## src/hw/rtl/trrs_pkg.sv

```systemverilog
`default_nettype none
package trrs_pkg;

  localparam logic [2:0] CMD_START   = 3'd0;
  localparam logic [2:0] CMD_RUN     = 3'd1;
  localparam logic [2:0] CMD_YIELD   = 3'd2;
  localparam logic [2:0] CMD_SUSPEND = 3'd3;
  localparam logic [2:0] CMD_RESUME  = 3'd4;
  localparam logic [2:0] CMD_EXIT    = 3'd5;
  localparam logic [2:0] CMD_JOIN    = 3'd6;
  localparam logic [2:0] CMD_TICK    = 3'd7;

  localparam logic [1:0] STS_OK      = 2'd0;
  localparam logic [1:0] STS_NO_SLOT = 2'd1;
  localparam logic [1:0] STS_INVALID = 2'd2;
  localparam logic [1:0] STS_WAIT    = 2'd3;

  localparam logic [1:0] SL_UNUSED   = 2'd0;
  localparam logic [1:0] SL_RUNNABLE = 2'd1;
  localparam logic [1:0] SL_EXITED   = 2'd2;
  localparam logic [1:0] SL_BLOCKED  = 2'd3;

  localparam logic CFG_TIMER_BIT  = 1'b0;
  localparam logic CFG_THREAD_BIT = 1'b1;

  typedef struct packed {
    logic [2:0]  command;
    logic [15:0] channel_mask;
    logic        joinable;
    logic        only_if_needed;
    logic [63:0] exit_value;
    logic [7:0]  thread_id;
    logic [31:0] epoch_seen;
  } in_word_t;

  typedef struct packed {
    logic [1:0]  status;
    logic [3:0]  slot_id;
    logic        switched;
    logic [63:0] joined_value;
    logic [31:0] slot_epoch;
  } out_word_t;

endpackage
`default_nettype wire

```

## src/hw/rtl/trrs_ram.sv

```systemverilog
`default_nettype none
module trrs_ram #(
  parameter int WIDTH = 64,
  parameter int DEPTH = 16
) (
  input  wire logic                     clk,
  input  wire logic                     wr_en,
  input  wire logic [$clog2(DEPTH)-1:0] wr_addr,
  input  wire logic [WIDTH-1:0]         wr_data,
  input  wire logic [$clog2(DEPTH)-1:0] rd_addr,
  output logic      [WIDTH-1:0]         rd_data
);
  logic [WIDTH-1:0] mem [DEPTH];

  always_ff @(posedge clk) begin
    if (wr_en) begin
      mem[wr_addr] <= wr_data;
    end
    rd_data <= mem[rd_addr];
  end
endmodule
`default_nettype wire

```

## src/hw/rtl/trrs_front.sv

```systemverilog
`default_nettype none
module trrs_front (
  input  wire logic              clk,
  input  wire logic              rst_n,
  input  wire logic              start,
  input  wire trrs_pkg::in_word_t in_word,
  output logic                   busy,
  input  wire logic              q_pop,
  output logic                   q_valid,
  output trrs_pkg::in_word_t     q_word
);
  import trrs_pkg::*;

  logic     full_r, full_nxt;
  in_word_t word_r;

  assign busy    = full_r;
  assign q_valid = full_r;
  assign q_word  = word_r;

  always_comb begin
    full_nxt = full_r;
    if (q_pop) begin
      full_nxt = 1'b0;
    end
    if (start && !full_r) begin
      full_nxt = 1'b1;
    end
  end

  always_ff @(posedge clk) begin
    if (!rst_n) begin
      full_r <= 1'b0;
    end else begin
      full_r <= full_nxt;
    end
    if (start && !full_r) begin
      word_r <= in_word;
    end
  end
endmodule
`default_nettype wire

```

## src/hw/rtl/trrs_back.sv

```systemverilog
`default_nettype none
module trrs_back #(
  parameter int SLOT_COUNT   = 16,
  parameter int CHANNEL_BITS = 16
) (
  input  wire logic               clk,
  input  wire logic               rst_n,
  input  wire logic               q_valid,
  input  wire trrs_pkg::in_word_t q_word,
  output logic                    q_pop,
  input  wire logic [3:0]         timer_bit,
  input  wire logic [3:0]         thread_bit,
  output logic                    out_strobe,
  output trrs_pkg::out_word_t     out_word
);
  import trrs_pkg::*;

  localparam int SW = $clog2(SLOT_COUNT);
  localparam int CW = (CHANNEL_BITS < 16) ? CHANNEL_BITS : 16;

  localparam logic [2:0] S_IDLE  = 3'd0;
  localparam logic [2:0] S_CLAIM = 3'd1;
  localparam logic [2:0] S_SCAN  = 3'd2;
  localparam logic [2:0] S_JOIN  = 3'd3;
  localparam logic [2:0] S_DONE  = 3'd4;

  logic [2:0]    st_r, st_nxt;
  logic [1:0]    sstate_r [SLOT_COUNT];
  logic [CW-1:0] wmask_r  [SLOT_COUNT];
  logic          sjoin_r  [SLOT_COUNT];
  logic [31:0]   epoch_r  [SLOT_COUNT];
  logic [SW-1:0] cur_r, idle_r, rr_r, idx_r;
  logic          idle_pres_r, resched_r;
  logic [CW-1:0] pend_r, ch_r;
  logic [31:0]   tick_r;
  logic [SW:0]   cnt_r;
  in_word_t      w_r;
  out_word_t     res_r;
  logic          strobe_r;

  logic          ram_we;
  logic [SW-1:0] ram_wa, ram_ra;
  logic [63:0]   ram_wd, ram_rd;

  trrs_ram #(.WIDTH(64), .DEPTH(SLOT_COUNT)) u_exit_ram (
    .clk(clk), .wr_en(ram_we), .wr_addr(ram_wa), .wr_data(ram_wd),
    .rd_addr(ram_ra), .rd_data(ram_rd)
  );

  function automatic logic [CW-1:0] chan_of(input logic [3:0] b);
    logic [CW-1:0] r;
    r = '0;
    if (32'(b) < CW) begin
      r[b[$clog2(CW)-1:0]] = 1'b1;
    end
    return r;
  endfunction

  logic [CW-1:0] cmask;
  logic          tid_ok;
  logic [SW-1:0] tid;
  logic [SW-1:0] rr_inc;
  assign cmask  = q_word.channel_mask[CW-1:0];
  assign tid_ok = {24'd0, q_word.thread_id} < 32'(SLOT_COUNT);
  assign tid    = q_word.thread_id[SW-1:0];
  assign rr_inc = (32'(idx_r) + 1 >= SLOT_COUNT) ? '0 : idx_r + 1'b1;

  assign q_pop      = (st_r == S_IDLE) && q_valid;
  assign out_strobe = strobe_r;
  assign out_word   = res_r;

  assign ram_ra = tid;
  assign ram_we = q_pop && (q_word.command == CMD_EXIT) && idle_pres_r && (cur_r != idle_r);
  assign ram_wa = cur_r;
  assign ram_wd = q_word.exit_value;

  always_comb begin
    st_nxt = st_r;
    unique case (st_r)
      S_IDLE: st_nxt = st_r;
      S_CLAIM, S_SCAN, S_JOIN, S_DONE: st_nxt = st_r;
      default: st_nxt = S_IDLE;
    endcase
  end

  always_ff @(posedge clk) begin
    strobe_r <= 1'b0;
    if (!rst_n) begin
      st_r        <= S_IDLE;
      cur_r       <= '0;
      idle_r      <= '0;
      rr_r        <= '0;
      idle_pres_r <= 1'b0;
      resched_r   <= 1'b0;
      pend_r      <= '0;
      tick_r      <= '0;
      strobe_r    <= 1'b0;
      for (int i = 0; i < SLOT_COUNT; i++) begin
        sstate_r[i] <= SL_UNUSED;
        wmask_r[i]  <= '0;
        sjoin_r[i]  <= 1'b0;
        epoch_r[i]  <= '0;
      end
    end else begin
      unique case (st_r)
        S_IDLE: begin
          if (q_valid) begin
            w_r <= q_word;
            res_r.status       <= STS_OK;
            res_r.slot_id      <= 4'(cur_r);
            res_r.switched     <= 1'b0;
            res_r.joined_value <= '0;
            res_r.slot_epoch   <= '0;
            idx_r <= '0;
            cnt_r <= '0;
            st_r  <= S_DONE;
            case (q_word.command)
              CMD_START: st_r <= S_CLAIM;
              CMD_RUN: begin
                if (idle_pres_r) res_r.status <= STS_INVALID;
                else st_r <= S_CLAIM;
              end
              CMD_YIELD: begin
                if (!idle_pres_r) begin
                  res_r.status <= STS_INVALID;
                end else if (!q_word.only_if_needed || resched_r) begin
                  if (q_word.only_if_needed) resched_r <= 1'b0;
                  ch_r <= pend_r; pend_r <= '0; idx_r <= rr_r;
                  st_r <= S_SCAN;
                end
              end
              CMD_SUSPEND: begin
                if (!idle_pres_r || cur_r == idle_r) begin
                  res_r.status <= STS_INVALID;
                end else begin
                  sstate_r[cur_r] <= SL_BLOCKED;
                  wmask_r[cur_r]  <= cmask;
                  ch_r <= pend_r; pend_r <= '0; idx_r <= rr_r;
                  st_r <= S_SCAN;
                end
              end
              CMD_RESUME: pend_r <= pend_r | cmask;
              CMD_EXIT: begin
                if (!idle_pres_r || cur_r == idle_r) begin
                  res_r.status <= STS_INVALID;
                end else begin
                  if (sjoin_r[cur_r]) begin
                    sstate_r[cur_r] <= SL_EXITED;
                    ch_r <= pend_r | chan_of(thread_bit);
                  end else begin
                    sstate_r[cur_r] <= SL_UNUSED;
                    ch_r <= pend_r;
                  end
                  pend_r <= '0; idx_r <= rr_r;
                  st_r <= S_SCAN;
                end
              end
              CMD_JOIN: begin
                if (!idle_pres_r || !tid_ok) begin
                  res_r.status <= STS_INVALID;
                end else begin
                  res_r.slot_epoch <= epoch_r[tid];
                  if (q_word.epoch_seen != 0 && q_word.epoch_seen != epoch_r[tid]) begin
                    res_r.status <= STS_INVALID;
                  end else if (sstate_r[tid] == SL_EXITED) begin
                    sstate_r[tid] <= SL_UNUSED;
                    st_r <= S_JOIN;
                  end else if (sstate_r[tid] == SL_UNUSED) begin
                    res_r.status <= STS_INVALID;
                  end else begin
                    res_r.status <= sjoin_r[tid] ? STS_WAIT : STS_INVALID;
                  end
                end
              end
              default: begin
                tick_r    <= tick_r + 32'd1;
                pend_r    <= pend_r | chan_of(timer_bit);
                resched_r <= 1'b1;
              end
            endcase
          end
        end
        S_CLAIM: begin
          if (sstate_r[idx_r] == SL_UNUSED) begin
            sstate_r[idx_r] <= SL_RUNNABLE;
            wmask_r[idx_r]  <= '0;
            sjoin_r[idx_r]  <= (w_r.command == CMD_START) && w_r.joinable;
            epoch_r[idx_r]  <= tick_r;
            res_r.slot_epoch <= tick_r;
            res_r.slot_id    <= 4'(idx_r);
            if (w_r.command == CMD_RUN) begin
              idle_r <= idx_r; idle_pres_r <= 1'b1; cur_r <= idx_r;
              res_r.switched <= 1'b1;
            end
            st_r <= S_DONE;
          end else if (32'(cnt_r) + 1 >= SLOT_COUNT) begin
            res_r.status <= STS_NO_SLOT;
            st_r <= S_DONE;
          end else begin
            idx_r <= idx_r + 1'b1;
            cnt_r <= cnt_r + 1'b1;
          end
        end
        S_SCAN: begin
          rr_r <= rr_inc;
          if (idx_r != idle_r && (sstate_r[idx_r] == SL_RUNNABLE ||
              (sstate_r[idx_r] == SL_BLOCKED && (wmask_r[idx_r] & ch_r) != '0))) begin
            if (sstate_r[idx_r] == SL_BLOCKED) begin
              sstate_r[idx_r] <= SL_RUNNABLE;
              wmask_r[idx_r]  <= '0;
            end
            cur_r <= idx_r;
            res_r.slot_id  <= 4'(idx_r);
            res_r.switched <= idx_r != cur_r;
            st_r <= S_DONE;
          end else if (32'(cnt_r) + 1 >= SLOT_COUNT) begin
            cur_r <= idle_r;
            res_r.slot_id  <= 4'(idle_r);
            res_r.switched <= idle_r != cur_r;
            st_r <= S_DONE;
          end else begin
            idx_r <= rr_inc;
            cnt_r <= cnt_r + 1'b1;
          end
        end
        S_JOIN: begin
          res_r.joined_value <= ram_rd;
          st_r <= S_DONE;
        end
        S_DONE: begin
          strobe_r <= 1'b1;
          st_r <= S_IDLE;
        end
        default: st_r <= st_nxt;
      endcase
    end
  end
endmodule
`default_nettype wire

```

## src/hw/rtl/thread_slot_round_robin_scheduler.sv

```systemverilog
// Channel | Direction | Handshake
// in_     | input     | start && !busy
// out_    | output    | out_strobe, one cycle
// cfg_    | input     | cfg_valid && cfg_ready
// A word goes from the queue register through the idle and done states to its
// result; a reaping join adds a join state for the RAM read, and start, run and
// scheduling commands add the one-slot-per-cycle claim and selection scan.
// One word may wait in the queue while another runs. Reset is synchronous.
// The receiver cannot stall; each result shows for one cycle.
`default_nettype none
module thread_slot_round_robin_scheduler #(
  parameter int SLOT_COUNT   = 16,
  parameter int CHANNEL_BITS = 16
) (
  input  wire logic               clk,
  input  wire logic               rst_n,
  input  wire logic               start,
  output logic                    busy,
  input  wire trrs_pkg::in_word_t in_word,
  output logic                    out_strobe,
  output trrs_pkg::out_word_t     out_word,
  input  wire logic               cfg_valid,
  output logic                    cfg_ready,
  input  wire logic [0:0]         cfg_index,
  input  wire logic [3:0]         cfg_data
);
  import trrs_pkg::*;

  logic       q_valid, q_pop;
  in_word_t   q_word;
  logic [3:0] timer_bit_r, thread_bit_r;

  assign cfg_ready = 1'b1;

  always_ff @(posedge clk) begin
    if (!rst_n) begin
      timer_bit_r  <= 4'd0;
      thread_bit_r <= 4'd1;
    end else if (cfg_valid) begin
      unique case (cfg_index)
        CFG_TIMER_BIT:  timer_bit_r  <= cfg_data;
        CFG_THREAD_BIT: thread_bit_r <= cfg_data;
        default: ;
      endcase
    end
  end

  trrs_front u_front (
    .clk(clk), .rst_n(rst_n), .start(start), .in_word(in_word), .busy(busy),
    .q_pop(q_pop), .q_valid(q_valid), .q_word(q_word)
  );

  trrs_back #(.SLOT_COUNT(SLOT_COUNT), .CHANNEL_BITS(CHANNEL_BITS)) u_back (
    .clk(clk), .rst_n(rst_n), .q_valid(q_valid), .q_word(q_word), .q_pop(q_pop),
    .timer_bit(timer_bit_r), .thread_bit(thread_bit_r),
    .out_strobe(out_strobe), .out_word(out_word)
  );
endmodule
`default_nettype wire
```

## config.mk

```make
export PLATFORM = sky130hd
export DESIGN_NAME = thread_slot_round_robin_scheduler
export DESIGN_NICKNAME = d
export VERILOG_FILES = /design/src/hw/rtl/trrs_pkg.sv /design/src/hw/rtl/trrs_ram.sv /design/src/hw/rtl/trrs_front.sv /design/src/hw/rtl/trrs_back.sv /design/src/hw/rtl/thread_slot_round_robin_scheduler.sv
export SDC_FILE = /design/constraint.sdc
export NUM_CORES = 2
export LEC_CHECK = 0
export ABC_CLOCK_PERIOD_IN_PS = 7800
export BUFFER_PORTS_ARGS = -buffer_cell sky130_fd_sc_hd__clkbuf_2
export CORE_ASPECT_RATIO = 1.4
export CORE_MARGIN = 4
export CORE_UTILIZATION = 56
export DETAILED_ROUTE_END_ITERATION = 10
export HOLD_SLACK_MARGIN = 0.05
export PLACE_DENSITY_LB_ADDON = 0.05
export SLEW_MARGIN = 40
export SYNTH_ARGS = -nofsm -noshare
export SYNTH_HDL_FRONTEND = slang
export SYNTH_HIERARCHICAL = 1
export SYNTH_SLANG_ARGS = --single-unit
```

## constraint.sdc

```tcl
create_clock -name clk -period 7.8 [get_ports clk]
set_input_delay 0.39 -clock clk [delete_from_list [all_inputs] [get_ports clk]]
set_output_delay 0.39 -clock clk [all_outputs]
set_load 0.02 [all_outputs]
```

After elaboration in Yosys (flattened, before gate mapping)
Memory sizes are Yosys's and may differ from the RTL's. A register that Yosys moved wholly into a read port is not among the register bits.
Cells that the tools add are included.
- flip-flop bits (word level): 332
- latch bits: 0
- memory bits (writable): 1840
- bits in read-only memories: 0
- input port bits: 134
- output and inout port bits: 106
- logic and storage cells: 316
- memories kept: 5
- memory list (name ; words ; bits a word ; read ports ; clocked after memory_dff ; wr ports ; RTL line ; text):
    u_back.u_exit_ram.mem ; 16 ; 64 ; 1 ; 1 ; 1 ; trrs_ram.sv:13 ; logic [WIDTH-1:0] mem [DEPTH];
    u_back.epoch_r ; 16 ; 32 ; 1 ; 1 ; 16 ; trrs_back.sv:31 ; logic [31:0] epoch_r [SLOT_COUNT];
    u_back.wmask_r ; 16 ; 16 ; 1 ; 1 ; 16 ; trrs_back.sv:29 ; logic [CW-1:0] wmask_r [SLOT_COUNT];
    u_back.sstate_r ; 16 ; 2 ; 2 ; 2 ; 16 ; trrs_back.sv:28 ; logic [1:0] sstate_r [SLOT_COUNT];
    u_back.sjoin_r ; 16 ; 1 ; 2 ; 2 ; 16 ; trrs_back.sv:30 ; logic sjoin_r [SLOT_COUNT];
- $add $sub $neg: 5
- multiply operators: 0
- divide/modulo/power cells: 0
- order comparisons: 7
- equal/unequal tests: 36
- shift-type cells: 0
- muxes and demuxes: 161
- bitwise operators: 12
- reductions and logical operators: 61
- operators with widths (kind ; count):
    $mux W16 ; 21
    $mux W32 ; 4
    $pmux W64 S2 ; 1
    $mux W4 ; 27
    $mux W103 ; 1
    $ge A32 B5 Y1 const B ; 2
    $pmux W16 S4 ; 1
    $pmux W32 S2 ; 1
    $mux W1 ; 58
    $or A16 B16 Y16 ; 3
    $pmux W16 S3 ; 1
    $mux W3 ; 12
    $mux W5 ; 7
    $add A32 B1 Y32 const B ; 1
    $ne A32 B32 Y1 ; 1
    $reduce_bool A32 Y1 ; 1
    $reduce_or A16 Y1 ; 2
    $reduce_or A32 Y1 ; 1
    $mux W2 ; 15
    $pmux W3 S5 ; 2
    $pmux W5 S3 ; 2
    $ne A2 B2 Y1 const B ; 9
    $reduce_and A6 Y1 ; 3
    $and A16 B16 Y16 ; 1
    45 further kinds ; 105

Logic depth before layout (Yosys ltp)
- depth in word-level cells: 14
- depth in mapped cells: 18
- gate-level depth less buffers: 12

Modules after synthesis
Netlist, hierarchy kept.
- modules (own cells, without submodules) (module ; instances ; cells an instance ; area each (µm²)):
    trrs_back ; 1 ; 3609 ; 47710.8
    trrs_ram ; 1 ; 1647 ; 39581.7
    trrs_front ; 1 ; 130 ; 3801.1
    thread_slot_round_robin_scheduler ; 1 ; 36 ; 347.8

Least setup slack after synthesis
OpenSTA, ideal clock, no wires.
- kind: reg-to-reg
- start point: reg with a tool-made name
- end point: reg u_back.res_r (netlist bit u_back/out_word[0]) (enable)
- library setup time: 0.595 ns
- arrival: 7.277 ns
- path slack: -0.072 ns
- cell stages (with the launch flop): 10
- buffers on the path: 4
- cell sequence: dfxtp_1 > buf_6 > buf_6 > buf_6 > buf_4 > mux4_2 > mux2_2 > a2111oi_2 > a31oi_1 > a2111oi_0
- RTL lines (what ; RTL line ; text):
    end, declared ; trrs_back.sv:38 ; out_word_t res_r;

==> impl_metrics.yaml <==
logic_synthesis:
  synthTopCellsByArea: "edfxtp_1 68%, mux4_2 10%, dfxtp_1 3.6%"
  ys.flop_type: "edfxtp_1"
  yosysWarnings: 6
  yosysMostFrequentCell: "edfxtp_1"
  syn_avg_cell_area_um2: 16.9
  synth_common_cells: "2081 x edfxtp_1, 472 x and2_1, 412 x mux4_2"
  synth_edf_count: 2081
  yosysUniqueCellTypes: 87
  async_flop_share: 0
  synthesis.nets: 5562
  seq_area_frac_synth: 0.719
  synth_top_area_frac: 0.683
  synth_cells: 5422
  synth_top_area_cell: "edfxtp_1"
  syn_area_um2: 91400
  synth_seq_cells: 2244
floorplan:
  rows: 175
  die_area_um2: 170000
  top_level_ports: 240
  initial_utilization: 0.563
  core_um2: 162000
  fp.dieW_um: 350
  die_h_um: 486
sta:
  min_period_over_period: 0.747
  tightestPinTransition_ns: 0.905
  tns_ns: 0
  rsz0062_at_grt: "no"
  slew_headroom: 0.395
  finalSetupViolations: 0
  min_period_ns: 5.83
  hold_viol: 0
  skew_ns: 0.0363
  fmax_mhz: 172
  maxSlewViolCount: 0
cts:
  cts_tree: "done"
  clock_tree.root_cell: "clkbuf_16"
  clk-insertion-delay-late_ns: 0.85
  cts.sinks: 2244
  clkTransAtPathRegs_ns: 0.06
  cts_setup_buffers: 0
  cts_made_buffers: 204
  htree_levels: 4
  hold_buffers: 140
  cts_resized: 0
  clockBufferDepth: 3
finish:
  syn_to_final_growth_pct: 12.8
  drive_above_1_share: 0.210
  final_area_um2: 103000
  num-nets-final: 5897
power_and_ir_drop:
  vdd_drop_max_uv: 241
  switchingPower_mw: 5.50
  p_leak_nw: 35.9
  p_seq_frac: 0.546
  p_clk_frac: 0.393
  pwr_density_cell_nw_per_um2: 242
  p_sw_frac: 0.220
  p_int_mw: 19.5
  combinationalPowerShare: 0.061
grt:
  grt_pass1_vias: 50900
  grt_max_degree: 90
  grt.overflow.total: 0
  grtUsageTotal: 0.282
  grt_pass1_wl_um: 348000
  antenna_found_initial: 12
worst_hold_path:
  hp-class: "in2reg"
setup_path:
  crit_type: "reg2reg"
  critPathMaxStageDelay_ns: 0.67
  cp-end-kind: "register"
  crit_fanout: 31
  worstPathRequired_ns: 8.18
  worstSetupStartpointType: "register"
  crit_slowest_cell: "o22ai_2"
  cp_top_family: "compound AO/OA/AOI/OAI gates"
  critPathBufInv: 1
  crit_path_cell_trace: "buf_4 > mux4_2 > a22oi_1 > nor2_1 > a2111oi_0 > nand4_1 > a2111oi_4 > o21ai_2 > nand2_1 > nor2_1 > o22ai_2 > nand2_1"
  arrival_ns: 6.21
detailed_routing:
  wl_um: 237000
  via_count: 50300
  drtIter0Drc: 4828
  drc: 0
  ant_nets: 0
  wire_per_inst_um: 29.4
  avgViaCountPerCell: 6.24
  drt-pass1-iter-count: 6
run_status:
  status: "completed"
placement:
  place_area_um2: 95200
  port_buffers: 238
  hpwlAfterDp_um: 134000
  place_congestion: 0.891
flow_run:
  maxCapViolCount: 0
cell families after synthesis:
| family | share of synthesized area |
|---|---|
| muxes | 0.125 |
| and+or+nand+nor | 0.0868 |
| xor gates and xnor gates | 0.00642 |
| other | 0.0000410 |
| adders and majority gates | 0.000821 |
| AOI/OAI and AO/OA | 0.0394 |
| DFF | 0.719 |
| buffers and inverters | 0.0222 |
through the flow:
stage	setup slack [ns]	total power, mW	utilization	hold slack, ns	cells
floorplan	1.13	14.8	-	0.400	5422
global placement	1.56	15.3	0.584	0.444	7521
detailed placement	1.86	15.3	0.586	0.452	7532
CTS	1.87	25.2	0.635	0.187	8052
global route	1.67	25.8	0.635	0.225	8058
finish	1.97	25.0	0.635	0.266	8063
placed cells by master (no fill, tap or decap), types with 19 or more instances in the layout:
cell | Yosys | final
xnor2_1 | 50 | 50
clkbuf_1 | 273 | 45
clkbuf_16 | 0 | 208
nor2b_1 | 41 | 37
a21oi_1 | 50 | 50
nor3_1 | 38 | 29
and3_1 | 143 | 143
mux4_2 | 412 | 412
nand2_2 | 0 | 26
clkinv_2 | 0 | 43
nand3_1 | 54 | 54
mux2i_1 | 178 | 178
edfxtp_1 | 2081 | 2081
a22o_1 | 19 | 19
o21ai_0 | 80 | 80
a22oi_1 | 174 | 174
mux2_2 | 26 | 26
nor2_1 | 393 | 371
clkinv_1 | 3 | 36
dfxtp_1 | 163 | 159
dlygate4sd3_1 | 0 | 140
inv_1 | 37 | 37
nand2_1 | 285 | 257
buf_4 | 20 | 121
nand2b_1 | 28 | 28
and2_1 | 472 | 471
clkbuf_2 | 1 | 238
clkbuf_8 | 0 | 21
final cells by class:
class,count,area (um2)
diodes,8,20.0
clock buffers,274,5660
clock inverters,106,907
fillers,11500,59300
inverters,40,150
multi-input cells,2737,24000
flip-flops and latches,2244,65800
well taps,2124,2660
repair buffers,530,4010
power groups by stage:
| stage | combinational [mW] | sequential (mW) | clock [mW] |
|---|---|---|---|
| after CTS | 1.52 | 13.6 | 10.0 |
| after floorplan | 0.962 | 13.8 | 0 |
| final | 1.52 | 13.6 | 9.83 |
| after global placement | 1.43 | 13.9 | 0 |
| after detailed placement | 1.46 | 13.9 | 0 |
| after global routing | 1.62 | 13.7 | 10.5 |
per-layer routing:
layer | vias up | track usage | part of all wire
li1 | 21600 | - | -
met1 | 26300 | 0.384 | 0.40
met3 | 368 | 0.0466 | 0.070
met2 | 1991 | 0.476 | 0.51
met4 | 4 | 0.0760 | 0.026
met5 | - | 0 | 0.00011
final timing paths:
kind / start / to / slack, ns / depth (start not counted)
hold reg to reg: u_front/q_word[105] / u_back/w_r[105] / 0.46 / 0
setup / recovery: register / u_back/wmask_r[8][13] / 1.97 / 12
setup reg to reg: register / u_back/wmask_r[8][13] / 1.97 / 12
hold / removal: in_word[89] / u_front/q_word[89] / 0.27 / 2
sequential cells by signal (all words and copies together) (netlist names), 3 cells and up, named ones only:
register                   count
u_back/wmask_r               256
timer_bit_r                    4
u_back/sstate_r               32
u_front/q_word               125
u_back/rr_r                    4
u_back/tick_r                 32
u_back/epoch_r               512
u_back/u_exit_ram/rd_data     64
u_back/cnt_r                   5
u_back/idx_r                   4
u_back/sjoin_r                16
u_back/ch_r                   16
thread_bit_r                   4
u_back/st_r                    3
u_back/idle_r                  4
u_back/u_exit_ram/mem       1024
u_back/cur_r                   4
u_back/w_r                     4
u_back/pend_r                 16
u_back/out_word              103
(Power assumes the default switching activity.)
